**src/srs_pkg.sv**
```systemverilog
`timescale 1ns / 1ps
package srs_pkg;

  localparam int TAPS = 24;
  localparam int LOG2_PHASES = 6;
  localparam int INTERP_WEIGHT_BITS = 14;
  localparam int PHASES = 1 << LOG2_PHASES;
  localparam int COEF_DEPTH = (PHASES + 2) * TAPS;
  localparam int COEF_AW = $clog2(COEF_DEPTH);
  localparam int ADDR_W = 11;
  localparam int TAP_W = $clog2(TAPS);
  localparam int DIST_W = $clog2(TAPS + 1);
  localparam int IX_W = TAP_W + 1;
  localparam int MAX_OUT = 16;
  localparam int CNT_W = $clog2(MAX_OUT + 1);
  localparam int DITHER_SHIFT = 17;
  localparam int OUT_SHIFT = 15;
  localparam int FRAMES_W = 40;
  localparam int POS_W = 64;
  localparam int CMP_W = FRAMES_W + 2;
  localparam int STEP_W = 37;
  localparam int CFG_W = 41;
  localparam int IDX_W = 3;
  localparam int PW = 16 + INTERP_WEIGHT_BITS + 2;
  localparam int FQ_DEPTH = 4;
  localparam int FQ_AW = 2;
  localparam int OQ_DEPTH = 4;
  localparam int OQ_AW = 2;

  typedef enum logic [IDX_W-1:0] {
    REG_STEP = 3'd0,
    REG_START_POSITION = 3'd1,
    REG_DITHER_SEED = 3'd2,
    REG_LCG_MULT = 3'd3,
    REG_LCG_ADD = 3'd4
  } reg_idx_t;

  typedef enum logic [1:0] {
    CMD_COEF,
    CMD_FRAME,
    CMD_DROP
  } cmd_t;

  typedef enum logic [2:0] {
    ST_IDLE,
    ST_CHECK,
    ST_TAPS,
    ST_DRAIN,
    ST_FIN_L,
    ST_FIN_R
  } st_t;

  typedef struct packed {
    cmd_t cmd;
    logic [COEF_AW-1:0] addr;
    logic signed [15:0] coef;
    logic signed [15:0] left;
    logic signed [15:0] right;
  } item_t;

  typedef struct packed {
    logic avail;
    item_t item;
  } fe_t;

  typedef struct packed {
    logic signed [15:0] left;
    logic signed [15:0] right;
    logic last;
  } result_t;

  function automatic logic [15:0] sat16(input logic [31:0] y);
    logic [31-OUT_SHIFT:0] q;
    logic [15:0] r;
    q = y[31:OUT_SHIFT];
    if (!q[31-OUT_SHIFT] && q[15]) begin
      r = 16'h7fff;
    end else if (q[31-OUT_SHIFT] && !q[15]) begin
      r = 16'h8000;
    end else begin
      r = q[15:0];
    end
    return r;
  endfunction

endpackage

```
**src/srs_outq.sv**
```systemverilog
`timescale 1ns / 1ps
module srs_outq (
  input  logic clk,
  input  logic rst,
  input  logic wr,
  input  srs_pkg::result_t wdata,
  output logic oq_full,
  output logic empty,
  input  logic pop,
  output srs_pkg::result_t rdata
);

  srs_pkg::result_t mem [srs_pkg::OQ_DEPTH];
  logic [srs_pkg::OQ_AW-1:0] wr_ptr;
  logic [srs_pkg::OQ_AW-1:0] rd_ptr;
  logic [srs_pkg::OQ_AW:0] count;
  logic do_push;
  logic do_pop;

  assign oq_full = (count == (srs_pkg::OQ_AW + 1)'(srs_pkg::OQ_DEPTH));
  assign empty = (count == '0);
  assign do_push = wr && !oq_full;
  assign do_pop = pop && !empty;
  assign rdata = mem[rd_ptr];

  always_ff @(posedge clk) begin
    if (do_push) begin
      mem[wr_ptr] <= wdata;
    end
  end

  always_ff @(posedge clk) begin
    if (rst) begin
      wr_ptr <= '0;
      rd_ptr <= '0;
      count <= '0;
    end else begin
      if (do_push) begin
        wr_ptr <= wr_ptr + 1'b1;
      end
      if (do_pop) begin
        rd_ptr <= rd_ptr + 1'b1;
      end
      if (do_push && !do_pop) begin
        count <= count + 1'b1;
      end else if (!do_push && do_pop) begin
        count <= count - 1'b1;
      end
    end
  end

endmodule

```
**config.mk**
```make
export PLATFORM = sky130hd
export DESIGN_NAME = srs_outq
export DESIGN_NICKNAME = d
export VERILOG_FILES = /design/src/srs_pkg.sv /design/src/srs_outq.sv
export SDC_FILE = /design/constraint.sdc
export NUM_CORES = 1
export LEC_CHECK = 0
export ABC_AREA = 1
export ABC_CLOCK_PERIOD_IN_PS = 3200
export BUFFER_PORTS_ARGS = -buffer_cell sky130_fd_sc_hd__buf_2
export CAP_MARGIN = 10
export CORE_MARGIN = 1
export CORE_UTILIZATION = 37
export CTS_CLUSTER_DIAMETER = 100
export CTS_CLUSTER_SIZE = 16
export DETAILED_ROUTE_END_ITERATION = 10
export HOLD_SLACK_MARGIN = 0.06
export PLACE_DENSITY = 0.64
export SYNTH_ARGS = -nofsm -noshare
export SYNTH_HDL_FRONTEND = slang
export SYNTH_SLANG_ARGS = --single-unit
export TNS_END_PERCENT = 10
```
**constraint.sdc**
```tcl
create_clock -name clk -period 3.2 [get_ports clk]
set_input_delay 0.8 -clock clk [delete_from_list [all_inputs] [get_ports clk]]
set_output_delay 0.8 -clock clk [all_outputs]
set_load 0.005 [all_outputs]
```
==> results.ini <==
[sta]
tns_ps=0
worstMarginPinSlew_ps=670
fin_crit_sh=0.857
final-setup-viol-count=0
fmax_ghz=0.365
rsz0062_at_grt=false
slew_violations=0
finalCriticalPeriod_ps=2740
fin_skew_ps=10.8
hold_viol_final=0
slew_headroom=0.553

[finish]
fin_nets=511
seq_area_um2=4150
drive_above_1_share=0.237
nFillCells=1265
syn2layout_area_growth_pct=20.9
multi_input_area_um2=1060
antennaDiodeCount=0

[yosys]
synth_area_um2=5410
ys_seq_elements=141
seq_area_frac_synth=0.766
synth.avg_cell_area_um2=13.9
synth_cells=389
ys_warn_count=0
synth_top_area_cell=edfxtp_1
synth_nets=432
yosysUniqueCellTypes=20
synth_top_cell_area_share=0.733
synth_area_leaders=edfxtp_1 73%, nor2_1 5.6%, o21ai_0 4.5%

[floorplanning]
die_h_um=123
core_um2=14100
die-area_um2=15100
initial_core_util=0.384
die_w_um=123
rows=43
io_pins=72

[global_route]
top_usage_layer=met2
use_met1=0.189
grt_util_all_layers=0.151
use_met3=0.0498
met2_usage=0.246
grt_pass1_vias=3189
grt_pass1_wl_um=16500
antenna_found_initial=0
overflow=0
grt_max_degree=67

[routing]
via_per_inst=4.90
first_pass_iters=4
routedWlPerCell_um=16.2
drt_iter0_markers=245
routed_wl_um=10700
drtAntennaViolNets=0
num_vias=3240
drc_errors=0

[setup_path]
cp.required_ps=2400
r2r-start=count[0]
cp_num_buf_inv=2
crit_family=buffers and inverters
r2r_cells=13
cp_max_fo=66
arrival_ps=1940
max_stage_delay_ps=540
start_kind=flop
rrSetupSlack_ps=1060
worstSetupPathType=flop to primary output
crit_chain=buf_4, o21ai_0, o22ai_1, buf_2
endpoint_kind=primary output
cp_slowest_cell=buf_4
reg2reg_to=count[2]

[run]
cap_violations=0

[worst_hold_path]
hp-class=flop to flop
min_from=rd_ptr[0]
min_delay_path_depth=2
worst_hold_path.endpoint=rd_ptr[0]

[clocking]
cts_buffer_depth=2
cts_tree=done
root_buffer=clkbuf_16
cts_buffers=17
cts_resized=0
post_cts_buffers=0
clk_pin_slew_ps=60
cts_hold_buffers=0
htree_levels=4
cts.sinks=141
insertion_delay_ps=410

[placed_design]
numPortBuffers=71
dp_hpwl_um=6520
gp_congestion=0.688

[pwr]
power_uw=5450
p_leak_uw=0.00236
powerDensity_nw_per_um2=833
vdd_drop_max_uv=683

[status]
status=completed

cell usage after synthesis (all sizes together):
cell / instances
a21oi: 3
buf: 17
clkbuf: 3
dfxtp: 9
edfxtp: 132
fa: 1
ha: 5
inv: 18
nand2: 15
nand3: 4
nand3b: 1
nor2: 80
o21ai: 67
o22ai: 33
xor2: 1
cell type report:
| class | count | area share |
|---|---|---|
| Clock buffer | 19 | 0.0662 |
| Timing Repair Buffer | 80 | 0.0666 |
| Clock inverter | 13 | 0.0260 |
| Tap cell | 180 | 0.0344 |
| Sequential cell | 141 | 0.634 |
| Multi-Input combinational cell | 210 | 0.162 |
| Inverter | 18 | 0.0103 |
power by group:
group	switching, µW	internal (µW)
combinational	731	407
sequential	61.5	2250
clock	710	1290
total	1500	3940
how the worst max path moves through the flow:
stage / startpoint / endpoint / slack, ps / cells past startpoint
finish: flop / rdata[2] / 460 / 4
floorplan: wr / mem[0][0] / 470 / 2
global route: flop / rdata[1] / 300 / 4
global placement: wr / count[1] / 820 / 8
CTS: flop / rdata[1] / 410 / 4
detailed placement: wr / count[1] / 750 / 8
state kept, by name (all words and copies together) (netlist names), named ones only:
signal  cells
rd_ptr      2
count       3
mem       132
wr_ptr      2
kinds of logic after synthesis:
kind of cell,count (synthesis),synth area share
AO/OA/AOI/OAI,103,0.103
AND/OR/NAND/NOR,100,0.0710
flip-flops,141,0.766
adder cells (fa/ha/maj),6,0.0153
buffers and inverters,38,0.0430
XOR/XNOR,1,0.00162
per-stage QoR:
stage	instances	hold WS, ps	instance area [µm²]	setup WS, ps	utilization
2_1_floorplan	389	459	5410	470	-
3_3_place_gp	629	486	5940	822	0.421
3_5_place_dp	629	505	5940	746	0.421
4_1_cts	661	517	6540	413	0.464
5_1_grt	661	553	6540	303	0.464
6_report	661	517	6540	457	0.464
cell usage in the layout, fill, tap and decap left out:
cell type / synthesis / layout
a21oi_1: 3 / 3
buf_12: 0 / 1
buf_2: 7 / 71
buf_4: 0 / 8
bufinv_16: 0 / 4
clkbuf_1: 1 / 2
clkbuf_16: 0 / 17
clkinv_1: 0 / 3
clkinv_2: 0 / 3
clkinvlp_4: 0 / 2
dfxtp_1: 9 / 8
dfxtp_2: 0 / 1
edfxtp_1: 132 / 132
fa_1: 1 / 1
ha_1: 5 / 5
inv_1: 16 / 16
inv_2: 2 / 2
inv_6: 0 / 1
nand2_1: 15 / 15
nand3_1: 4 / 4
nand3b_1: 1 / 1
nor2_1: 80 / 76
nor2_4: 0 / 4
o21ai_0: 49 / 49
o21ai_1: 18 / 18
o22ai_1: 33 / 33
xor2_1: 1 / 1
per-layer routing:
| metal | part of all wire | up-vias |
|---|---|---|
| met4 | 0.013 | 0 |
| met3 | 0.046 | 13 |
| li1 | - | 1583 |
| met1 | 0.45 | 1569 |
| met5 | 0 | - |
| met2 | 0.49 | 75 |
worst min-delay path: cells and delay by family (launching register included):
family / cells / cell delay, ps
compound gates: 1 / 60
simple gates: 1 / 90
flops: 1 / 320
(Power assumes the default switching activity.)
