File: config.mk
export PLATFORM = sky130hd
export DESIGN_NAME = srs_front
export DESIGN_NICKNAME = d
export VERILOG_FILES = /design/src/srs_pkg.sv /design/src/srs_front.sv
export SDC_FILE = /design/constraint.sdc
export NUM_CORES = 1
export LEC_CHECK = 0
export ABC_AREA = 1
export BUFFER_PORTS_ARGS = -buffer_cell sky130_fd_sc_hd__buf_2
export CAP_MARGIN = 20
export CORE_ASPECT_RATIO = 0.9
export CORE_MARGIN = 10
export CORE_UTILIZATION = 45
export CTS_CLUSTER_DIAMETER = 60
export DETAILED_ROUTE_END_ITERATION = 8
export PLACE_DENSITY_LB_ADDON = 0.2
export SYNTH_ARGS = -nofsm -noshare
export SYNTH_HDL_FRONTEND = slang
export SYNTH_SLANG_ARGS = --single-unit
File: constraint.sdc
create_clock -name clk -period 10.18 [get_ports clk]
set_clock_uncertainty 0.2 [all_clocks]
set_input_delay 2.036 -clock clk [delete_from_list [all_inputs] [get_ports clk]]
set_output_delay 2.036 -clock clk [all_outputs]
set_load 0.01 [all_outputs]
File: src/srs_pkg.sv
`timescale 1ns / 1ps
package srs_pkg;

  localparam int TAPS = 24;
  localparam int LOG2_PHASES = 6;
  localparam int INTERP_WEIGHT_BITS = 14;
  localparam int PHASES = 1 << LOG2_PHASES;
  localparam int COEF_DEPTH = (PHASES + 2) * TAPS;
  localparam int COEF_AW = $clog2(COEF_DEPTH);
  localparam int ADDR_W = 11;
  localparam int TAP_W = $clog2(TAPS);
  localparam int DIST_W = $clog2(TAPS + 1);
  localparam int IX_W = TAP_W + 1;
  localparam int MAX_OUT = 16;
  localparam int CNT_W = $clog2(MAX_OUT + 1);
  localparam int DITHER_SHIFT = 17;
  localparam int OUT_SHIFT = 15;
  localparam int FRAMES_W = 40;
  localparam int POS_W = 64;
  localparam int CMP_W = FRAMES_W + 2;
  localparam int STEP_W = 37;
  localparam int CFG_W = 41;
  localparam int IDX_W = 3;
  localparam int PW = 16 + INTERP_WEIGHT_BITS + 2;
  localparam int FQ_DEPTH = 4;
  localparam int FQ_AW = 2;
  localparam int OQ_DEPTH = 4;
  localparam int OQ_AW = 2;

  typedef enum logic [IDX_W-1:0] {
    REG_STEP = 3'd0,
    REG_START_POSITION = 3'd1,
    REG_DITHER_SEED = 3'd2,
    REG_LCG_MULT = 3'd3,
    REG_LCG_ADD = 3'd4
  } reg_idx_t;

  typedef enum logic [1:0] {
    CMD_COEF,
    CMD_FRAME,
    CMD_DROP
  } cmd_t;

  typedef enum logic [2:0] {
    ST_IDLE,
    ST_CHECK,
    ST_TAPS,
    ST_DRAIN,
    ST_FIN_L,
    ST_FIN_R
  } st_t;

  typedef struct packed {
    cmd_t cmd;
    logic [COEF_AW-1:0] addr;
    logic signed [15:0] coef;
    logic signed [15:0] left;
    logic signed [15:0] right;
  } item_t;

  typedef struct packed {
    logic avail;
    item_t item;
  } fe_t;

  typedef struct packed {
    logic signed [15:0] left;
    logic signed [15:0] right;
    logic last;
  } result_t;

  function automatic logic [15:0] sat16(input logic [31:0] y);
    logic [31-OUT_SHIFT:0] q;
    logic [15:0] r;
    q = y[31:OUT_SHIFT];
    if (!q[31-OUT_SHIFT] && q[15]) begin
      r = 16'h7fff;
    end else if (q[31-OUT_SHIFT] && !q[15]) begin
      r = 16'h8000;
    end else begin
      r = q[15:0];
    end
    return r;
  endfunction

endpackage

File: src/srs_front.sv
`timescale 1ns / 1ps
module srs_front (
  input  logic clk,
  input  logic rst,
  input  logic push,
  output logic full,
  input  logic op,
  input  logic [srs_pkg::ADDR_W-1:0] coef_addr,
  input  logic signed [15:0] coef_value,
  input  logic signed [15:0] left_in,
  input  logic signed [15:0] right_in,
  input  logic take,
  output srs_pkg::fe_t fe
);

  srs_pkg::item_t mem [srs_pkg::FQ_DEPTH];
  logic [srs_pkg::FQ_AW-1:0] wr_ptr;
  logic [srs_pkg::FQ_AW-1:0] rd_ptr;
  logic [srs_pkg::FQ_AW:0] count;
  srs_pkg::item_t item;
  logic do_push;
  logic do_pop;

  // classify on the way in
  always_comb begin
    item.addr = coef_addr[srs_pkg::COEF_AW-1:0];
    item.coef = coef_value;
    item.left = left_in;
    item.right = right_in;
    if (op) begin
      item.cmd = srs_pkg::CMD_FRAME;
    end else if (coef_addr < srs_pkg::ADDR_W'(srs_pkg::COEF_DEPTH)) begin
      item.cmd = srs_pkg::CMD_COEF;
    end else begin
      item.cmd = srs_pkg::CMD_DROP;
    end
  end

  assign full = (count == (srs_pkg::FQ_AW + 1)'(srs_pkg::FQ_DEPTH));
  assign do_push = push && !full;
  assign do_pop = take && (count != '0);
  assign fe.avail = (count != '0);
  assign fe.item = mem[rd_ptr];

  always_ff @(posedge clk) begin
    if (do_push) begin
      mem[wr_ptr] <= item;
    end
  end

  always_ff @(posedge clk) begin
    if (rst) begin
      wr_ptr <= '0;
      rd_ptr <= '0;
      count <= '0;
    end else begin
      if (do_push) begin
        wr_ptr <= wr_ptr + 1'b1;
      end
      if (do_pop) begin
        rd_ptr <= rd_ptr + 1'b1;
      end
      if (do_push && !do_pop) begin
        count <= count + 1'b1;
      end else if (!do_push && do_pop) begin
        count <= count - 1'b1;
      end
    end
  end

endmodule

==> parameters.txt, run 1 <==
Parameter                              Value

Run status
  Outcome    finished, final reports clean

Finish
  Net count reported at finish    approximately 860
  Post-route standard cell area excluding fillers    roughly 12,000 µm²
  Layout Area Growth over Synthesis    16.0%
  Post-layout util    52.7%
  Fill cell total of the finished layout    1,883
  Fraction of final layout cells sized beyond drive strength 1    32.4%

Power
  Total power of the final layout    roughly 2.9 mW
  Pleak    4.04 nW
  Power density over the cells    between 200 and 250 nW/µm²
  Maximum VDD drop    140 µV

Drt
  Post-detailed-route via-to-cell ratio    approximately 5.2
  Met2 wirelength from detailed routing    ~10,000 µm
  Number of design rule violations left after detail routing    0
  DRC marker count from the first detailed-route iteration    ~370
  Mean routed wirelength per cell    ~19 µm
  Met3 Routed Length    around 1400 µm
  Antenna violation net count after detailed routing    0
  M1 WL    approximately 9000 µm
  Count of vias placed by the detailed router    a little under 6,000
  Top layer reached by signal wires    met4
  First-pass iteration count of the detailed router    5
  Total detailed-routing wirelength    21,100 µm

Floorplan
  Initial core utilization    45.4%
  Placement Rows    52
  Die extent in y    162 µm
  Core Area    22,300 µm²
  Ports    127
  Die Width    approximately 180 µm
  Die ar.    29,000 µm²

Worst hold path
  Hold/Removal Path Class    reg2reg

Global route
  Largest net degree at the start of global routing    89
  Initial antenna violation count    4
  Aggregate global routing overflow    0
  First-pass GRT wire length    32,700 µm
  All-Layer GR Usage    14.3%
  Vias in the first global route    between 6,000 and 7,000

Synthesis
  Total nets after synthesis    735
  Top cells by area in the synthesized netlist    sky130_fd_sc_hd__edfxtp_1 72%, sky130_fd_sc_hd__o22ai_2 4.9%, sky130_fd_sc_hd__o21ai_0 4.6%
  Count of different cell masters after synthesis    24
  #FFs+latches synth    253
  Yosys warnings    0
  Post-Synthesis Mean Instance Area    15.3 µm²
  Post-synthesis sequential area ratio    74.0%
  Area share of the largest cell type after synthesis    between 70% and 80%
  Synth Cell Area    just over 10,000 µm²
  Gate Count Post-Synth    665
  Dominant cell type by area after synthesis    sky130_fd_sc_hd__edfxtp_1

Clocking
  Maximum level of the CTS H-tree    1
  CTS tree    yes
  Clock Tree Root    sky130_fd_sc_hd__clkbuf_16
  Number of buffers created by CTS    27
  Post-CTS setup buffers    0
  Clock latency on the worst-skew pair    between 0.5 and 0.6 ns
  Clk slew on worst S/H paths    about 0.060 ns
  Cts-stage hold buffer count    0
  Maximum clock insertion buffer count    3
  TritonCTS sink count    253
  Resized cells post-CTS    0

STA
  Least-Margin Pin Slew    1.09 ns
  Min Tclk post-route    5.39 ns
  Slew Viols, Final    0
  Achievable clock frequency    0.185 GHz
  RSZ-0062 raised after global routing    no
  TNS Setup    0 ns
  Final Hold Violating Endpoints    0
  Finish-stage setup viols    0
  Period Utilization, post-route    53.0%
  Relative slew slack    27.4%

Placed design
  Area after detailed placement    10,900 µm²
  Placer's final routability congestion estimate    0.722
  Port buffer count    126
  Half-perimeter wire length after detailed placement    11,800 µm

Worst setup path
  Setup CP Type    reg2out
  Required time of the worst setup path    7.94 ns
  CP Data Arrival Time    between 3 and 4 ns
  Largest fanout on the critical path    64
  Crit start category    flop
  Nature of the critical path endpoint    output port

Flow run
  Reported max-cap violation count    0
[cell usage in the layout (no fill, tap or decap), types with 3 or more instances in the layout]
cell                        netlist  layout
sky130_fd_sc_hd__o22ai_1         21      21
sky130_fd_sc_hd__nor2_1          97      93
sky130_fd_sc_hd__nand3_1          4       4
sky130_fd_sc_hd__buf_2           16     126
sky130_fd_sc_hd__o22ai_2         40      40
sky130_fd_sc_hd__clkinv_2         1       9
sky130_fd_sc_hd__edfxtp_1       244     244
sky130_fd_sc_hd__a21oi_1          4       4
sky130_fd_sc_hd__ha_1             5       5
sky130_fd_sc_hd__dfxtp_1          9       7
sky130_fd_sc_hd__o21ai_1         30      30
sky130_fd_sc_hd__nor2_4          40      44
sky130_fd_sc_hd__nand2_1         18      18
sky130_fd_sc_hd__inv_1           16      16
sky130_fd_sc_hd__clkbuf_1        11       5
sky130_fd_sc_hd__buf_4            1       7
sky130_fd_sc_hd__o21ai_0         94      94
sky130_fd_sc_hd__diode_2          0       4
sky130_fd_sc_hd__clkbuf_16        0      27
sky130_fd_sc_hd__clkinv_1         0       3
sky130_fd_sc_hd__inv_6            0       4
[worst max-delay path: stages (launching register included)]
cell and delay (ns):
sky130_fd_sc_hd__dfxtp_4 0.46, sky130_fd_sc_hd__inv_6 0.53, sky130_fd_sc_hd__buf_4 0.95, sky130_fd_sc_hd__o21ai_1 0.15, sky130_fd_sc_hd__o22ai_1 0.27, sky130_fd_sc_hd__buf_2 0.19
[metrics by stage]
step | instances | setup slack, ns | hold WS [ns]
6_report | 1109 | 4.79 | 0.303
2_1_floorplan | 665 | 4.80 | 0.259
4_1_cts | 1105 | 4.71 | 0.301
3_3_place_gp | 1057 | 5.34 | 0.282
5_1_grt | 1107 | 4.55 | 0.330
3_5_place_dp | 1057 | 5.26 | 0.292
[cell families (layout without fill, tap and decap cells)]
logic type	after synthesis	in the layout	synth area share, %
adder cells (fa/ha/maj)	6	6	0.814
other	0	4	0
buffers and inverters	56	199	3.57
flip-flops	253	253	74.0
AO/OA/AOI/OAI	190	190	12.6
AND/OR/NAND/NOR	160	160	8.97
[final cells by class]
type                       count  area (µm²)  share of cell area (%)
antenna                        4        10.0                  0.0851
clock buffer                  32         694                    5.90
clock inverter                16         115                   0.979
inverter                      18        73.8                   0.628
multi-input combinational    356        2300                    19.6
sequential                   253        7510                    63.9
tap                          297         372                    3.16
timing repair buffer         133         683                    5.81
[layer usage]
layer  vias up  track usage, %
met5         -               0
met4         0            4.77
met3        37            3.73
met2       160            23.7
met1      2877            17.9
li1       2729               -
[report_power, final]
part | leakage (nW) | switching [mW] | internal [mW]
Clock | 0.403 | 0.375 | 0.512
Sequential | 2.31 | 0.0424 | 1.27
Combinational | 1.33 | 0.481 | 0.240
Total | 4.04 | 0.898 | 2.02
[state kept, by name (all words and copies together) (netlist names), named ones only]
signal and flops:
rd_ptr 2, count 3, mem 244, wr_ptr 2
[cell usage after synthesis, drive strengths merged]
cell type and n:
edfxtp 244, ha 5, fa 1, a21oi 4
o21ai 125, clkinv 1, o22ai 61, inv 17
nand3b 1, nand3 4, clkbuf 11, nand2 18
nor2 137, buf 27, dfxtp 9
[path summary, 6_finish.rpt]
path | start | to | slack, ns | depth (start not counted)
setup / recovery | flop | fe[28] | 4.79 | 5
hold / removal | rd_ptr[0] | rd_ptr[0] | 0.30 | 2
setup reg to reg | count[0] | mem[0][12] | 7.76 | 5
hold reg to reg | rd_ptr[0] | rd_ptr[0] | 0.30 | 2
No activity file was read; power rests on OpenSTA's default activity.
==> run 2, diff against run 1 <==
Settings changed: ABC_AREA 1 to 0.
Clock period 10.18 ns to 4.9 ns, I/O delays scaled along.
==> run 2 against run 1 <==
Against the previous run:
- global-route usage down 1.2 points
- first-iteration DRC count down 22%
- register-to-register slack worse by 5.4 ns
- non-clock buffer count down 6
- highest routed layer unchanged
- via count down 28%
- flip-flop and latch count unchanged
- design area down 5.9%
- critical endpoint is now fe[1]
- routed wire length down 18%
- area after synthesis down 7.8%
- setup slack worse by 3.4 ns
- worst hold slack better by 0.020 ns
==> parameters.txt, run 2 <==
Parameter                              Value

Finish
  Diode count    0 (-4)
  Top Registers    mem (244), count (3)
  Multi-input gate area in the final layout    1670 µm² (-27%)
  Fill cell total of the finished layout    1,556 (-17%)
  Most common library cell in the layout ignoring fill and taps    sky130_fd_sc_hd__edfxtp_1
  Layout Area Growth over Synthesis    18.4%
  Highest-count cells in the layout ignoring fill and taps    244 x sky130_fd_sc_hd__edfxtp_1, 126 x sky130_fd_sc_hd__buf_2, 61 x sky130_fd_sc_hd__mux4_2, 27 x sky130_fd_sc_hd__clkbuf_16, 7 x sky130_fd_sc_hd__dfxtp_1
  Net count reported at finish    580 (-32%)
  Fraction of final layout cells sized beyond drive strength 1    44.8% (+12 points)
  Area used by sequential logic in the layout    7510 µm² (about the same)
  Register ranked first by flip-flop count    mem
  Post-layout util    54.7% (+2.0 points)
  Max FFs per register    244 (unchanged)
  Post-route standard cell area excluding fillers    11,100 µm² (-5.9%)

Synthesis
  Largest family of logic cells by synthesized area    multiplexers
  Number of enable flip-flop cells after synthesis    244 (unchanged)
  Ys async rst share    0% (unchanged)
  Count of different cell masters after synthesis    26 (+8.3%)
  Area share of the largest cell type after synthesis    78.3% (+6.1 points)
  Ranking of synthesized cells by instance count    244 x sky130_fd_sc_hd__edfxtp_1, 61 x sky130_fd_sc_hd__mux4_2, 9 x sky130_fd_sc_hd__dfxtp_1, 6 x sky130_fd_sc_hd__buf_12, 6 x sky130_fd_sc_hd__buf_2
  Gate Count Post-Synth    370 (-44%)
  Top cells by area in the synthesized netlist    sky130_fd_sc_hd__edfxtp_1 78%, sky130_fd_sc_hd__mux4_2 15%, sky130_fd_sc_hd__dfxtp_1 1.9%
  Fraction of the mapped netlist area in adder cells    0.883% (+0.068 points)
  #FFs+latches synth    253 (unchanged)
  Synthesized-area fraction occupied by xor and xnor cells    0.374% (+0.37 points)
  Yosys warnings    0 (unchanged)
  Share of cell area taken by muxes after synthesis    14.9% (+15 points)
  Post-Synthesis Mean Instance Area    25.3 µm² (+66%)
  Top-count cell post-synth    sky130_fd_sc_hd__edfxtp_1
  Dominant cell type by area after synthesis    sky130_fd_sc_hd__edfxtp_1
  Most common flop cell mapped by yosys    sky130_fd_sc_hd__edfxtp_1
  Share of the synthesized area in compound gates (AO/OA/AOI/OAI)    0.535% (-12 points)
  Total nets after synthesis    440 (-40%)
  Post-synthesis sequential area ratio    80.2% (+6.2 points)
  Synth Cell Area    9360 µm² (-7.8%)
  Simple logic cell fraction of the synthesized area    1.10% (-7.9 points)

Drt
  Total detailed-routing wirelength    17,400 µm (-18%)
  DRC marker count from the first detailed-route iteration    286 (-22%)
  Number of design rule violations left after detail routing    0 (unchanged)
  First-pass iteration count of the detailed router    4 (-1)
  Count of vias placed by the detailed router    4,168 (-28%)
  Mean routed wirelength per cell    22.2 µm (+17%)
  Antenna violation net count after detailed routing    0 (unchanged)
  Post-detailed-route via-to-cell ratio    5.32 (+1.6%)

Floorplan
  Die ar.    27,000 µm² (-6.9%)
  Die Width    172 µm (-3.5%)
  Core Area    20,200 µm² (-9.3%)
  Placement Rows    49 (-5.8%)
  Die extent in y    157 µm (-3.5%)
  Ports    127 (unchanged)
  Initial core utilization    46.2% (+0.79 points)

Global route
  Vias in the first global route    4,726 (-22%)
  All-Layer GR Usage    13.1% (-1.2 points)
  Initial antenna violation count    0 (-4)
  Largest net degree at the start of global routing    62 (-30%)
  First-pass GRT wire length    27,100 µm (-17%)
  Aggregate global routing overflow    0 (unchanged)

Worst setup path
  Largest stage delay, worst path    0.75 ns (-0.20 ns)
  CP Data Arrival Time    2.38 ns (-0.78 ns)
  Setup CP Type    reg2out
  Reg-to-reg slack, setup    2.37 ns (-5.39 ns)
  Crit start category    flop
  Crit path cell chain    buf_12 > mux4_2 > buf_2
  Required time of the worst setup path    3.72 ns (-4.22 ns)
  CP bufs+invs    2 (-1)
  CP max-delay cell    sky130_fd_sc_hd__dfxtp_4
  Nature of the critical path endpoint    output port
  Category of cells accounting for the largest share of critical-path delay    flip-flops
  Largest fanout on the critical path    33 (-48%)

Clocking
  Number of buffers created by CTS    26 (-3.7%)
  Cts-stage hold buffer count    0 (unchanged)
  Post-CTS setup buffers    0 (unchanged)
  Maximum clock insertion buffer count    3 (unchanged)
  Clock Tree Root    sky130_fd_sc_hd__clkbuf_16
  TritonCTS sink count    253 (unchanged)
  CTS tree    yes
  Clk slew on worst S/H paths    0.06 ns (about the same)
  Clock latency on the worst-skew pair    0.51 ns (about the same)
  Maximum level of the CTS H-tree    1 (unchanged)
  Resized cells post-CTS    0 (unchanged)

Run status
  Outcome    finished, final reports clean

Placed design
  Port buffer count    126 (unchanged)
  Placer's final routability congestion estimate    0.671 (-7.0%)
  Half-perimeter wire length after detailed placement    9980 µm (-15%)
  Area after detailed placement    10,200 µm² (-7.0%)

Flow run
  Reported max-cap violation count    0 (unchanged)

STA
  Min Tclk post-route    3.56 ns
  Relative slew slack    34.2% (+6.8 points)
  Period Utilization, post-route    between 70% and 80%
  Finish-stage setup viols    0 (unchanged)
  RSZ-0062 raised after global routing    no
  Slew Viols, Final    0 (unchanged)
  Least-Margin Pin Slew    0.987 ns (-0.102 ns)
  Achievable clock frequency    ~0.28 GHz
  TNS Setup    0 ns (unchanged)
  Final Hold Violating Endpoints    0 (unchanged)

Power
  Pleak    3.73 nW (-7.6%)
  Power density over the cells    540 nW/µm² (+120%)
  Maximum VDD drop    317 µV (+130%)

Worst hold path
  Hold/Removal Path Class    reg2reg
## run 2: cell count changes in the layout (fill, tap and decap cells not counted), sizes merged, moves of 4 or more
cell,change
buf,-6
diode,-4
o22ai,-61
o21ai,-123
inv,-15
nand2,-17
xor2,+4
nand3,-4
and2,+4
nor2,-131
mux4,+61
## run 2: area by class of cell
cell class,instances,area share [%]
Clock inverter,14,1.55
Timing Repair Buffer,127,5.88
Sequential cell,253,67.9
Inverter,4,0.136
Clock buffer,33,6.58
Tap cell,255,2.88
Multi-Input combinational cell,98,15.1
## run 2: power breakdown
group          internal (mW)  switching, mW  total (mW)
registers               2.61          0.161        2.77
clock network           1.26          0.770        2.03
logic                  0.606          0.573        1.18
total                   4.47           1.50        5.98
## run 2: worst paths after layout
kind	startpoint	to	depth (start not counted)
setup / recovery	flop	fe[1]	3
hold / removal	wr_ptr[1]	wr_ptr[1]	2
setup reg to reg	count[0]	count[2]	8
hold reg to reg	wr_ptr[1]	wr_ptr[1]	2
## run 2: routing by layer
| layer | global-route usage (%) | share of wire, % | vias up | wire, µm |
|---|---|---|---|---|
| met2 | 22.1 | 50 | 128 | 8790 |
| met4 | 3.45 | 1.9 | 0 | 337 |
| met3 | 3.22 | 5.6 | 28 | 982 |
| li1 | - | - | 1857 | - |
| met1 | 16.6 | 42 | 2155 | 7300 |
| met5 | 0 | 0 | - | 0 |
## run 2: kinds of logic after synthesis
family | count (synthesis)
compound gates | 7
xor+xnor | 4
fa+ha+maj | 6
buf+inv | 19
flops | 253
mux | 63
simple gates | 18
## run 2: tightest hold or removal path, delay by kind of cell, from the launching register on
kind | cells | cell delay (ns)
flops | 1 | 0.34
simple gates | 1 | 0.08
mux | 1 | 0.06
## run 2: per-stage QoR
step           power [mW]  hold WS (ns)  instances  worst slack [ns]
2_1_floorplan        3.64         0.282        370              1.58
3_3_place_gp         4.02         0.290        737              1.77
3_5_place_dp         4.05         0.324        737              1.77
4_1_cts              6.08         0.332        784              1.21
5_1_grt              6.26         0.365        784              1.13
6_report             5.98         0.324        784              1.34
